**config.mk**
```make
export PLATFORM = sky130hd
export DESIGN_NAME = bounded_ordered_list_core_flat
export DESIGN_NICKNAME = d
export VERILOG_FILES = /design/src/sv/bol_pkg.sv /design/src/sv/bol_if.sv /design/src/sv/bol_ram.sv /design/src/sv/bounded_ordered_list_core.sv /design/src/flat_wrapper.sv
export SDC_FILE = /design/constraint.sdc
export NUM_CORES = 1
export LEC_CHECK = 0
export BUFFER_PORTS_ARGS = -buffer_cell sky130_fd_sc_hd__buf_2
export CORE_MARGIN = 5
export CORE_UTILIZATION = 30
export CTS_CLUSTER_SIZE = 25
export DETAILED_ROUTE_END_ITERATION = 10
export HOLD_SLACK_MARGIN = 0.05
export MAX_ROUTING_LAYER = met4
export PLACE_DENSITY = 0.52
export SETUP_SLACK_MARGIN = 0.15
export SLEW_MARGIN = 30
export SYNTH_ARGS = -nofsm -noshare
export SYNTH_HDL_FRONTEND = slang
export SYNTH_HIERARCHICAL = 1
export SYNTH_SLANG_ARGS = --single-unit
```
**constraint.sdc**
```tcl
create_clock -name clk_i -period 5.7 [get_ports clk_i]
set_clock_uncertainty 0.2 [all_clocks]
set_input_delay 0 -clock clk_i [delete_from_list [all_inputs] [get_ports clk_i]]
set_output_delay 0 -clock clk_i [all_outputs]
set_load 0.02 [all_outputs]
```
**src/sv/bol_pkg.sv**
```systemverilog
// Shared types and constants for the bounded ordered list.
// No dependencies; the interfaces, the core and the testbench refer to it by scoped names.
package bol_pkg;

  localparam int unsigned OP_W  = 3;
  localparam int unsigned VAL_W = 32;
  localparam int unsigned POS_W = 6;
  localparam int unsigned ST_W  = 2;

  typedef enum logic [OP_W-1:0] {
    OP_INS_FRONT = 3'd0,
    OP_INS_BACK  = 3'd1,
    OP_INS_POS   = 3'd2,
    OP_DEL_FRONT = 3'd3,
    OP_DEL_BACK  = 3'd4,
    OP_LIST      = 3'd5
  } op_e;

  typedef enum logic [ST_W-1:0] {
    ST_OK    = 2'd0,
    ST_EMPTY = 2'd1,
    ST_NOPOS = 2'd2,
    ST_FULL  = 2'd3
  } status_e;

endpackage

```
**src/sv/bol_if.sv**
```systemverilog
// Valid/ready channel interfaces for the list's command and result beats.
// Depends on bol_pkg for field widths.
interface bol_in_if;
  logic                               valid;
  logic                               ready;
  logic        [bol_pkg::OP_W-1:0]    op;
  logic signed [bol_pkg::VAL_W-1:0]   value;
  logic        [bol_pkg::POS_W-1:0]   position;

  modport source (output valid, op, value, position, input ready);
  modport sink   (input valid, op, value, position, output ready);
endinterface

interface bol_out_if;
  logic                               valid;
  logic                               ready;
  logic        [bol_pkg::ST_W-1:0]    status;
  logic signed [bol_pkg::VAL_W-1:0]   value_res;
  logic                               last;

  modport source (output valid, status, value_res, last, input ready);
  modport sink   (input valid, status, value_res, last, output ready);
endinterface

```
**src/sv/bol_ram.sv**
```systemverilog
// Generic single-write, single-read RAM with registered read data.
// No dependencies.
module bol_ram #(
  parameter int unsigned WIDTH = 32,
  parameter int unsigned DEPTH = 32,
  localparam int unsigned AW = $clog2(DEPTH)
) (
  input  logic             clk_i,
  input  logic             we_i,
  input  logic [AW-1:0]    waddr_i,
  input  logic [WIDTH-1:0] wdata_i,
  input  logic [AW-1:0]    raddr_i,
  output logic [WIDTH-1:0] rdata_o
);

  logic [WIDTH-1:0] mem_q [DEPTH];

  always_ff @(posedge clk_i) begin
    if (we_i) begin
      mem_q[waddr_i] <= wdata_i;
    end
    rdata_o <= mem_q[raddr_i];
  end

endmodule

```
**src/sv/bounded_ordered_list_core.sv**
```systemverilog
// Bounded ordered list: top level with the operation sequencer and result register.
// Depends on bol_pkg, bol_in_if, bol_out_if and bol_ram.
//
// Holds up to DEPTH signed 32-bit values front to back in one RAM with one write
// and one registered read port; all data movement goes through that port pair under
// a small sequencer, one command beat at a time (in_i.ready is high only when idle).
// With c values held, an insert at 1-based position p <= c shifts the c-p+1 values from
// p onward one place back; an insert back, or into an empty list, shifts nothing. Delete
// front shifts the c-1 values behind the head one place forward; delete back, list and
// errors shift nothing. The entry moves and the list read-out are set by the single RAM
// port pair: one move per cycle, and listed values one at a time through the result
// register, each read only once that register is free. A command beat is taken while an
// earlier result still waits in the result register.
module bounded_ordered_list_core #(
  parameter int unsigned DEPTH = 32
) (
  input  logic        clk_i,
  input  logic        rst_ni,
  bol_in_if.sink      in_i,
  bol_out_if.source   out_o
);

  localparam int unsigned CW = $clog2(DEPTH + 1);
  localparam int unsigned AW = $clog2(DEPTH);
  localparam int unsigned PW = ((CW > bol_pkg::POS_W) ? CW : bol_pkg::POS_W) + 1;
  localparam logic [CW-1:0] CNT_MAX = CW'(DEPTH);

  localparam logic [2:0] S_IDLE = 3'd0;
  localparam logic [2:0] S_HEAD = 3'd1;
  localparam logic [2:0] S_MOVE = 3'd2;
  localparam logic [2:0] S_RESP = 3'd3;
  localparam logic [2:0] S_LRD  = 3'd4;
  localparam logic [2:0] S_LLD  = 3'd5;

  logic [2:0]                 state_q, state_d;
  logic [CW-1:0]              cnt_q, cnt_d;
  logic [CW-1:0]              rem_q, rem_d;
  logic [AW-1:0]              src_q, src_d;
  logic [AW-1:0]              wptr_q, wptr_d;
  logic [AW-1:0]              idx_q, idx_d;
  logic                       pend_q, pend_d;
  logic                       up_q, up_d;
  logic                       ins_q, ins_d;
  logic                       dfront_q, dfront_d;
  logic [bol_pkg::VAL_W-1:0]  val_q, val_d;
  bol_pkg::status_e           res_st_q, res_st_d;
  logic [bol_pkg::VAL_W-1:0]  res_val_q, res_val_d;

  logic                       ov_q;
  bol_pkg::status_e           o_st_q;
  logic [bol_pkg::VAL_W-1:0]  o_val_q;
  logic                       o_last_q;

  logic                       ld;
  bol_pkg::status_e           ld_st;
  logic [bol_pkg::VAL_W-1:0]  ld_val;
  logic                       ld_last;

  logic                       ram_we;
  logic [AW-1:0]              ram_waddr;
  logic [bol_pkg::VAL_W-1:0]  ram_wdata;
  logic [AW-1:0]              ram_raddr;
  logic [bol_pkg::VAL_W-1:0]  ram_rdata;

  logic                       in_fire;
  logic                       out_fire;
  logic                       out_free;
  logic [PW-1:0]              pos_ext;
  logic [PW-1:0]              cnt_ext1;
  logic [CW-1:0]              cnt_m1;
  logic [CW-1:0]              ins_idx;

  assign in_i.ready = (state_q == S_IDLE);
  assign in_fire    = in_i.valid & in_i.ready;
  assign out_fire   = ov_q & out_o.ready;
  assign out_free   = ~ov_q | out_o.ready;
  assign pos_ext    = PW'(in_i.position);
  assign cnt_ext1   = PW'(cnt_q) + PW'(1);
  assign cnt_m1     = cnt_q - CW'(1);

  always_comb begin
    case (in_i.op)
      bol_pkg::OP_INS_FRONT: ins_idx = '0;
      bol_pkg::OP_INS_BACK:  ins_idx = cnt_q;
      default:               ins_idx = CW'(in_i.position - bol_pkg::POS_W'(1));
    endcase
  end

  always_comb begin
    state_d   = state_q;
    cnt_d     = cnt_q;
    rem_d     = rem_q;
    src_d     = src_q;
    wptr_d    = wptr_q;
    idx_d     = idx_q;
    pend_d    = pend_q;
    up_d      = up_q;
    ins_d     = ins_q;
    dfront_d  = dfront_q;
    val_d     = val_q;
    res_st_d  = res_st_q;
    res_val_d = res_val_q;
    ram_we    = 1'b0;
    ram_waddr = wptr_q;
    ram_wdata = ram_rdata;
    ram_raddr = src_q;
    ld        = 1'b0;
    ld_st     = res_st_q;
    ld_val    = res_val_q;
    ld_last   = 1'b1;

    case (state_q)
      S_IDLE: begin
        if (in_fire) begin
          res_st_d  = bol_pkg::ST_OK;
          res_val_d = '0;
          pend_d    = 1'b0;
          case (in_i.op)
            bol_pkg::OP_INS_FRONT, bol_pkg::OP_INS_BACK, bol_pkg::OP_INS_POS: begin
              if (in_i.op == bol_pkg::OP_INS_POS &&
                  (pos_ext == '0 || pos_ext > cnt_ext1)) begin
                res_st_d = bol_pkg::ST_NOPOS;
                state_d  = S_RESP;
              end else if (cnt_q == CNT_MAX) begin
                res_st_d = bol_pkg::ST_FULL;
                state_d  = S_RESP;
              end else begin
                idx_d   = AW'(ins_idx);
                rem_d   = cnt_q - ins_idx;
                src_d   = AW'(cnt_m1);
                wptr_d  = AW'(cnt_q);
                up_d    = 1'b1;
                ins_d   = 1'b1;
                val_d   = in_i.value;
                cnt_d   = cnt_q + CW'(1);
                state_d = S_MOVE;
              end
            end
            bol_pkg::OP_DEL_FRONT, bol_pkg::OP_DEL_BACK: begin
              if (cnt_q == '0) begin
                res_st_d = bol_pkg::ST_EMPTY;
                state_d  = S_RESP;
              end else begin
                dfront_d  = (in_i.op == bol_pkg::OP_DEL_FRONT);
                ram_raddr = (in_i.op == bol_pkg::OP_DEL_FRONT) ? '0 : AW'(cnt_m1);
                src_d     = AW'(1);
                wptr_d    = '0;
                rem_d     = cnt_m1;
                up_d      = 1'b0;
                ins_d     = 1'b0;
                cnt_d     = cnt_m1;
                state_d   = S_HEAD;
              end
            end
            bol_pkg::OP_LIST: begin
              if (cnt_q == '0) begin
                res_st_d = bol_pkg::ST_EMPTY;
                state_d  = S_RESP;
              end else begin
                src_d   = '0;
                rem_d   = cnt_m1;
                state_d = S_LRD;
              end
            end
            default: ;
          endcase
        end
      end
      S_HEAD: begin
        res_val_d = ram_rdata;
        state_d   = dfront_q ? S_MOVE : S_RESP;
      end
      S_MOVE: begin
        if (pend_q) begin
          ram_we = 1'b1;
          wptr_d = up_q ? wptr_q - AW'(1) : wptr_q + AW'(1);
        end
        if (rem_q != '0) begin
          src_d  = up_q ? src_q - AW'(1) : src_q + AW'(1);
          rem_d  = rem_q - CW'(1);
          pend_d = 1'b1;
        end else begin
          pend_d = 1'b0;
          if (!pend_q) begin
            if (ins_q) begin
              ram_we    = 1'b1;
              ram_waddr = idx_q;
              ram_wdata = val_q;
            end
            state_d = S_RESP;
          end
        end
      end
      S_RESP: begin
        if (out_free) begin
          ld      = 1'b1;
          state_d = S_IDLE;
        end
      end
      S_LRD: begin
        if (out_free) begin
          state_d = S_LLD;
        end
      end
      S_LLD: begin
        ld      = 1'b1;
        ld_st   = bol_pkg::ST_OK;
        ld_val  = ram_rdata;
        ld_last = (rem_q == '0);
        if (rem_q == '0) begin
          state_d = S_IDLE;
        end else begin
          src_d   = src_q + AW'(1);
          rem_d   = rem_q - CW'(1);
          state_d = S_LRD;
        end
      end
      default: state_d = S_IDLE;
    endcase
  end

  always_ff @(posedge clk_i or negedge rst_ni) begin
    if (!rst_ni) begin
      state_q  <= S_IDLE;
      cnt_q    <= '0;
      rem_q    <= '0;
      src_q    <= '0;
      wptr_q   <= '0;
      idx_q    <= '0;
      pend_q   <= 1'b0;
      up_q     <= 1'b0;
      ins_q    <= 1'b0;
      dfront_q <= 1'b0;
      ov_q     <= 1'b0;
    end else begin
      state_q  <= state_d;
      cnt_q    <= cnt_d;
      rem_q    <= rem_d;
      src_q    <= src_d;
      wptr_q   <= wptr_d;
      idx_q    <= idx_d;
      pend_q   <= pend_d;
      up_q     <= up_d;
      ins_q    <= ins_d;
      dfront_q <= dfront_d;
      if (ld) begin
        ov_q <= 1'b1;
      end else if (out_fire) begin
        ov_q <= 1'b0;
      end
    end
  end

  always_ff @(posedge clk_i) begin
    val_q     <= val_d;
    res_st_q  <= res_st_d;
    res_val_q <= res_val_d;
    if (ld) begin
      o_st_q   <= ld_st;
      o_val_q  <= ld_val;
      o_last_q <= ld_last;
    end
  end

  assign out_o.valid     = ov_q;
  assign out_o.status    = o_st_q;
  assign out_o.value_res = o_val_q;
  assign out_o.last      = o_last_q;

  bol_ram #(
    .WIDTH (bol_pkg::VAL_W),
    .DEPTH (DEPTH)
  ) u_ram (
    .clk_i   (clk_i),
    .we_i    (ram_we),
    .waddr_i (ram_waddr),
    .wdata_i (ram_wdata),
    .raddr_i (ram_raddr),
    .rdata_o (ram_rdata)
  );

  a_cnt_bound: assert property (@(posedge clk_i) disable iff (!rst_ni)
    cnt_q <= CNT_MAX)
    else $error("count above depth");

  a_list_slot_free: assert property (@(posedge clk_i) disable iff (!rst_ni)
    state_q == S_LLD |-> !ov_q)
    else $error("list beat would overwrite a pending result");

  a_list_last: assert property (@(posedge clk_i) disable iff (!rst_ni)
    (state_q == S_LLD && rem_q == '0) |=> (ov_q && o_last_q))
    else $error("final list beat not marked last");

  a_ins_back_cnt: assert property (@(posedge clk_i) disable iff (!rst_ni)
    (in_fire && in_i.op == bol_pkg::OP_INS_BACK && cnt_q != CNT_MAX)
    |=> cnt_q == $past(cnt_q) + CW'(1))
    else $error("insert back did not grow the list");

  a_wr_range: assert property (@(posedge clk_i) disable iff (!rst_ni)
    ram_we |-> ram_waddr < DEPTH)
    else $error("write beyond list storage");

endmodule

```
**src/flat_wrapper.sv**
```systemverilog
// flat-port wrapper written by rule: the top's interface ports become plain ports
module bounded_ordered_list_core_flat 
#(
  parameter int unsigned DEPTH = 32
)
  (clk_i, rst_ni, in_i_valid, in_i_op, in_i_value, in_i_position, in_i_ready, out_o_valid, out_o_status, out_o_value_res, out_o_last, out_o_ready);
  bol_in_if in_i_i ();
  bol_out_if out_o_i ();
  input  logic clk_i;
  input  logic rst_ni;
  input wire logic [$bits(in_i_i.valid)-1:0] in_i_valid;
  input wire logic [$bits(in_i_i.op)-1:0] in_i_op;
  input wire logic [$bits(in_i_i.value)-1:0] in_i_value;
  input wire logic [$bits(in_i_i.position)-1:0] in_i_position;
  output wire logic [$bits(in_i_i.ready)-1:0] in_i_ready;
  output wire logic [$bits(out_o_i.valid)-1:0] out_o_valid;
  output wire logic [$bits(out_o_i.status)-1:0] out_o_status;
  output wire logic [$bits(out_o_i.value_res)-1:0] out_o_value_res;
  output wire logic [$bits(out_o_i.last)-1:0] out_o_last;
  input wire logic [$bits(out_o_i.ready)-1:0] out_o_ready;
  assign in_i_i.valid = in_i_valid;
  assign in_i_i.op = in_i_op;
  assign in_i_i.value = in_i_value;
  assign in_i_i.position = in_i_position;
  assign in_i_ready = in_i_i.ready;
  assign out_o_valid = out_o_i.valid;
  assign out_o_status = out_o_i.status;
  assign out_o_value_res = out_o_i.value_res;
  assign out_o_last = out_o_i.last;
  assign out_o_i.ready = out_o_ready;
  bounded_ordered_list_core #(.DEPTH(DEPTH)) u_core (.clk_i(clk_i), .rst_ni(rst_ni), .in_i(in_i_i), .out_o(out_o_i));
endmodule
```
==> impl_metrics.env <==
export IMPL_outcome="complete, no violations"
export IMPL_ctsRootBufferMaster="clkbuf_16"
export IMPL_dpl_hpwl_um=76200
export IMPL_cts_buffer_depth=3
export IMPL_die_w_um=409
export IMPL_synth_seq_cells=1191
export IMPL_post_cts_resized=0
export IMPL_layout_nets=3230
export IMPL_start_util_pct=30.2
export IMPL_finalWirelength_um=126000
export IMPL_rows=146
export IMPL_tightest_slew_ns=0.932
export IMPL_finalHoldViolCount=0
export IMPL_synth_cell_types=66
export IMPL_ant_nets=0
export IMPL_synth_edf_count=1125
export IMPL_via_count=26202
export IMPL_cts_sinks=1191
export IMPL_yosysTopAreaCellShare_pct=70.8
export IMPL_remaining_drc_errors=0
export IMPL_yosys_area_top_type="edfxtp_1"
export IMPL_peakVddDrop_mv=0.363
export IMPL_tns_ns=0
export IMPL_port_buffers=81
export IMPL_hold_path_class="in2reg"
export IMPL_hold_depth=4
export IMPL_grt_pass1_vias=25913
export IMPL_grt_overflow=0
export IMPL_area_growth_pct=17.5
export IMPL_path_class="reg2reg"
export IMPL_core_um2=158000
export IMPL_critPathLaunchType="flop"
export IMPL_finalSetupViolCount=0
export IMPL_grt_max_degree=92
export IMPL_r2r_start="u_core/cnt_q[0]"
export IMPL_drive_above_1_share_pct=13.4
export IMPL_dpl_instance_area_um2=51200
export IMPL_die_area_um2=167000
export IMPL_cts_buffers_inserted=119
export IMPL_p_per_area_nw_per_um2=521
export IMPL_synth_nets=3006
export IMPL_ys_flop_type="edfxtp_1"
export IMPL_drv_cap=0
export IMPL_p_leak_nw=19.8
export IMPL_rsz0062_at_grt="no"
export IMPL_syn_area_um2=47700
export IMPL_critical_path_required_ns=6.07
export IMPL_finalNonFillerCells=5334
export IMPL_cp_startpoint="u_core/cnt_q[0]"
export IMPL_rr_endpoint="u_core/u_ram/rdata_o[16]"
export IMPL_drt_iter0_markers=2097
export IMPL_fp_dieH_um=409
export IMPL_cp_max_fo=41
export IMPL_post_drt_wl_per_cell_um=23.6
export IMPL_avgSynthCellArea_um2=16.3
export IMPL_gp_congestion=0.813
export IMPL_r2r_slack_ns=0.85
export IMPL_cts_tree="built"
export IMPL_finalCritPeriodShare_pct=85.0
export IMPL_vias_per_cell=4.91
export IMPL_path_clk_slew_ns=0.06
export IMPL_ys_warn_count=6
export IMPL_min_period_ns=4.85
export IMPL_cp_end_kind="flop"
export IMPL_fin_area_um2=56100
export IMPL_clock_fmax_mhz=206
export IMPL_reg2reg_depth=13
export IMPL_worstSkewPairLatency_ns=0.71
export IMPL_slew_violations=0
export IMPL_synth_seq_area_share_pct=73.9
export IMPL_async_flop_share_pct=2.85
export IMPL_slew_headroom_pct=37.7
export IMPL_ys_top_cells_by_area="edfxtp_1, mux2i_1, nand2_1"
export IMPL_synth_cells=2936
export IMPL_grt_usage_pct=15.1
export IMPL_ios=82
export IMPL_worstPathArrival_ns=5.21
export IMPL_grt_pass1_wl_um=183000
export IMPL_drt_first_pass_iters=7
export IMPL_dp_cells=5013
export IMPL_endpoint="u_core/u_ram/rdata_o[16]"
export IMPL_antenna_found_initial=3
export IMPL_h_tree_depth=3
-- state kept, by name, summed over array words and instances, names as in the netlist, 2 cells and up --
name and flops:
u_core/u_ram/mem_q 1024, u_core/out_o.value_res 32, u_core/res_val_q 32, u_core/u_ram/rdata_o 32
u_core/val_q 32, u_core/cnt_q 6, u_core/rem_q 6, u_core/idx_q 5
u_core/src_q 5, u_core/wptr_q 5, u_core/state_q 3, u_core/out_o.status 2
u_core/res_st_q 2
-- stage by stage --
stage	setup WS (ns)	power (mW)	hold slack [ns]	util (%)
after CTS	0.872	29.5	0.0580	35.4
after floorplan	1.19	18.1	-0.496	-
after global routing	0.527	30.6	0.143	35.4
final	0.854	29.2	0.131	35.4
after detailed placement	0.888	21.6	-0.0219	32.3
after global placement	0.968	21.5	-0.0242	32.3
-- timing repair --
action | CTS | global route
setup buffers | 0 | 0
hold buffers | 98 | 0
hold endpoints to repair | 107 | 0
-- cell type report --
cell class	count	area (µm²)
Clock inverter	48	527
Tap cell	2072	2590
Clock buffer	174	3400
Timing Repair Buffer	262	2410
Sequential cell	1191	35300
Multi-Input combinational cell	1559	11800
Fill cell	14984	102000
Inverter	27	103
Antenna cell	1	2.50
-- cells by family (layout without fill, tap and decap cells) --
group / Yosys count / count (layout) / share of synthesized area (%)
other cells: 0 / 1 / 0
fa+ha+maj: 25 / 25 / 0.687
simple gates: 541 / 541 / 5.17
xor+xnor: 27 / 27 / 0.495
compound gates: 404 / 404 / 5.72
flops: 1191 / 1191 / 73.9
buf+inv: 186 / 511 / 2.11
mux: 562 / 562 / 11.9
-- Yosys cell counts (2+ instances only) --
library cell and number:
nor4_1 2, mux2_2 42, mux2i_1 519, o31ai_1 10
nand3b_1 7, xor2_1 12, or3b_2 3, or2_2 3
o21ai_0 33, nor2b_1 5, a2111oi_0 2, a21boi_0 3
buf_4 37, a22o_1 64, a22oi_1 98, nand3_1 113
edfxtp_1 1125, o21a_1 3, nand2b_1 7, o22ai_1 2
clkbuf_1 57, fa_1 2, a31oi_1 41, a21o_1 6
dfrtp_1 34, o32ai_1 6, buf_6 15, nor3_1 43
nand2_1 230, buf_1 7, a221oi_1 3, clkbuf_4 2
nor2_1 76, nor3b_1 2, inv_1 27, xnor2_1 15
or3_1 3, dfxtp_1 32, buf_2 41, and2_1 36
ha_1 23, or2_1 2, a21oi_1 120
-- worst min path at each step --
stage	endpoint	start
floorplan	u_core/cnt_q[0]	rst_ni
global placement	u_core/cnt_q[5]	rst_ni
detailed placement	u_core/out_o.valid	rst_ni
CTS	u_core/pend_q	in_i_valid
global route	u_core/out_o.valid	out_o_ready
finish	u_core/pend_q	in_i_valid
-- layer usage --
metal | global-route usage [%] | vias to the layer above | part of all wire [%]
met4 | 3.75 | 0 | 2.0
met5 | - | - | 0
met3 | 2.23 | 144 | 5.3
met1 | 20.5 | 13515 | 46
met2 | 24.0 | 693 | 47
li1 | - | 11850 | -
-- where the power goes --
part	internal (mW)	leakage [nW]	total [mW]	switching, mW
Sequential	11.8	10.9	12.4	0.530
Combinational	2.92	6.92	9.01	6.09
Clock	4.60	1.92	7.84	3.24
-- cell usage in the layout (no fill, tap or decap), types with 5 or more instances in the layout --
| cell | count |
|---|---|
| edfxtp_1 | 1125 |
| mux2i_1 | 519 |
| nand2_1 | 229 |
| clkbuf_16 | 121 |
| a21oi_1 | 120 |
| nand3_1 | 112 |
| a22oi_1 | 98 |
| dlygate4sd3_1 | 97 |
| buf_2 | 81 |
| a22o_1 | 64 |
| buf_4 | 52 |
| nor3_1 | 43 |
| mux2_2 | 42 |
| nor2_1 | 41 |
| a31oi_1 | 41 |
| clkbuf_1 | 36 |
| nor2_4 | 35 |
| and2_1 | 34 |
| dfrtp_1 | 34 |
| buf_12 | 32 |
| dfxtp_1 | 32 |
| o21ai_0 | 31 |
| inv_1 | 26 |
| ha_1 | 23 |
| clkinv_1 | 17 |
| clkbuf_8 | 17 |
| clkinv_2 | 15 |
| xnor2_1 | 15 |
| xor2_1 | 12 |
| bufinv_16 | 11 |
| o31ai_1 | 10 |
| nand3b_1 | 7 |
| a21o_1 | 6 |
| o32ai_1 | 6 |
| nand2b_1 | 5 |
-- worst max-delay path, stage by stage, from the launching register on --
cell     delay, ns
dfrtp_1       0.59
inv_1         0.20
ha_1          0.30
nor4b_2       0.19
and2b_4       0.23
nor2_1        0.21
nand2_1       0.23
o21ai_0       0.68
nor2b_4       0.72
buf_12        0.31
a22o_1        0.19
nor3_1        0.06
a31oi_1       0.37
nand3_1       0.14
Note: power is estimated with default switching activity, not from simulation.
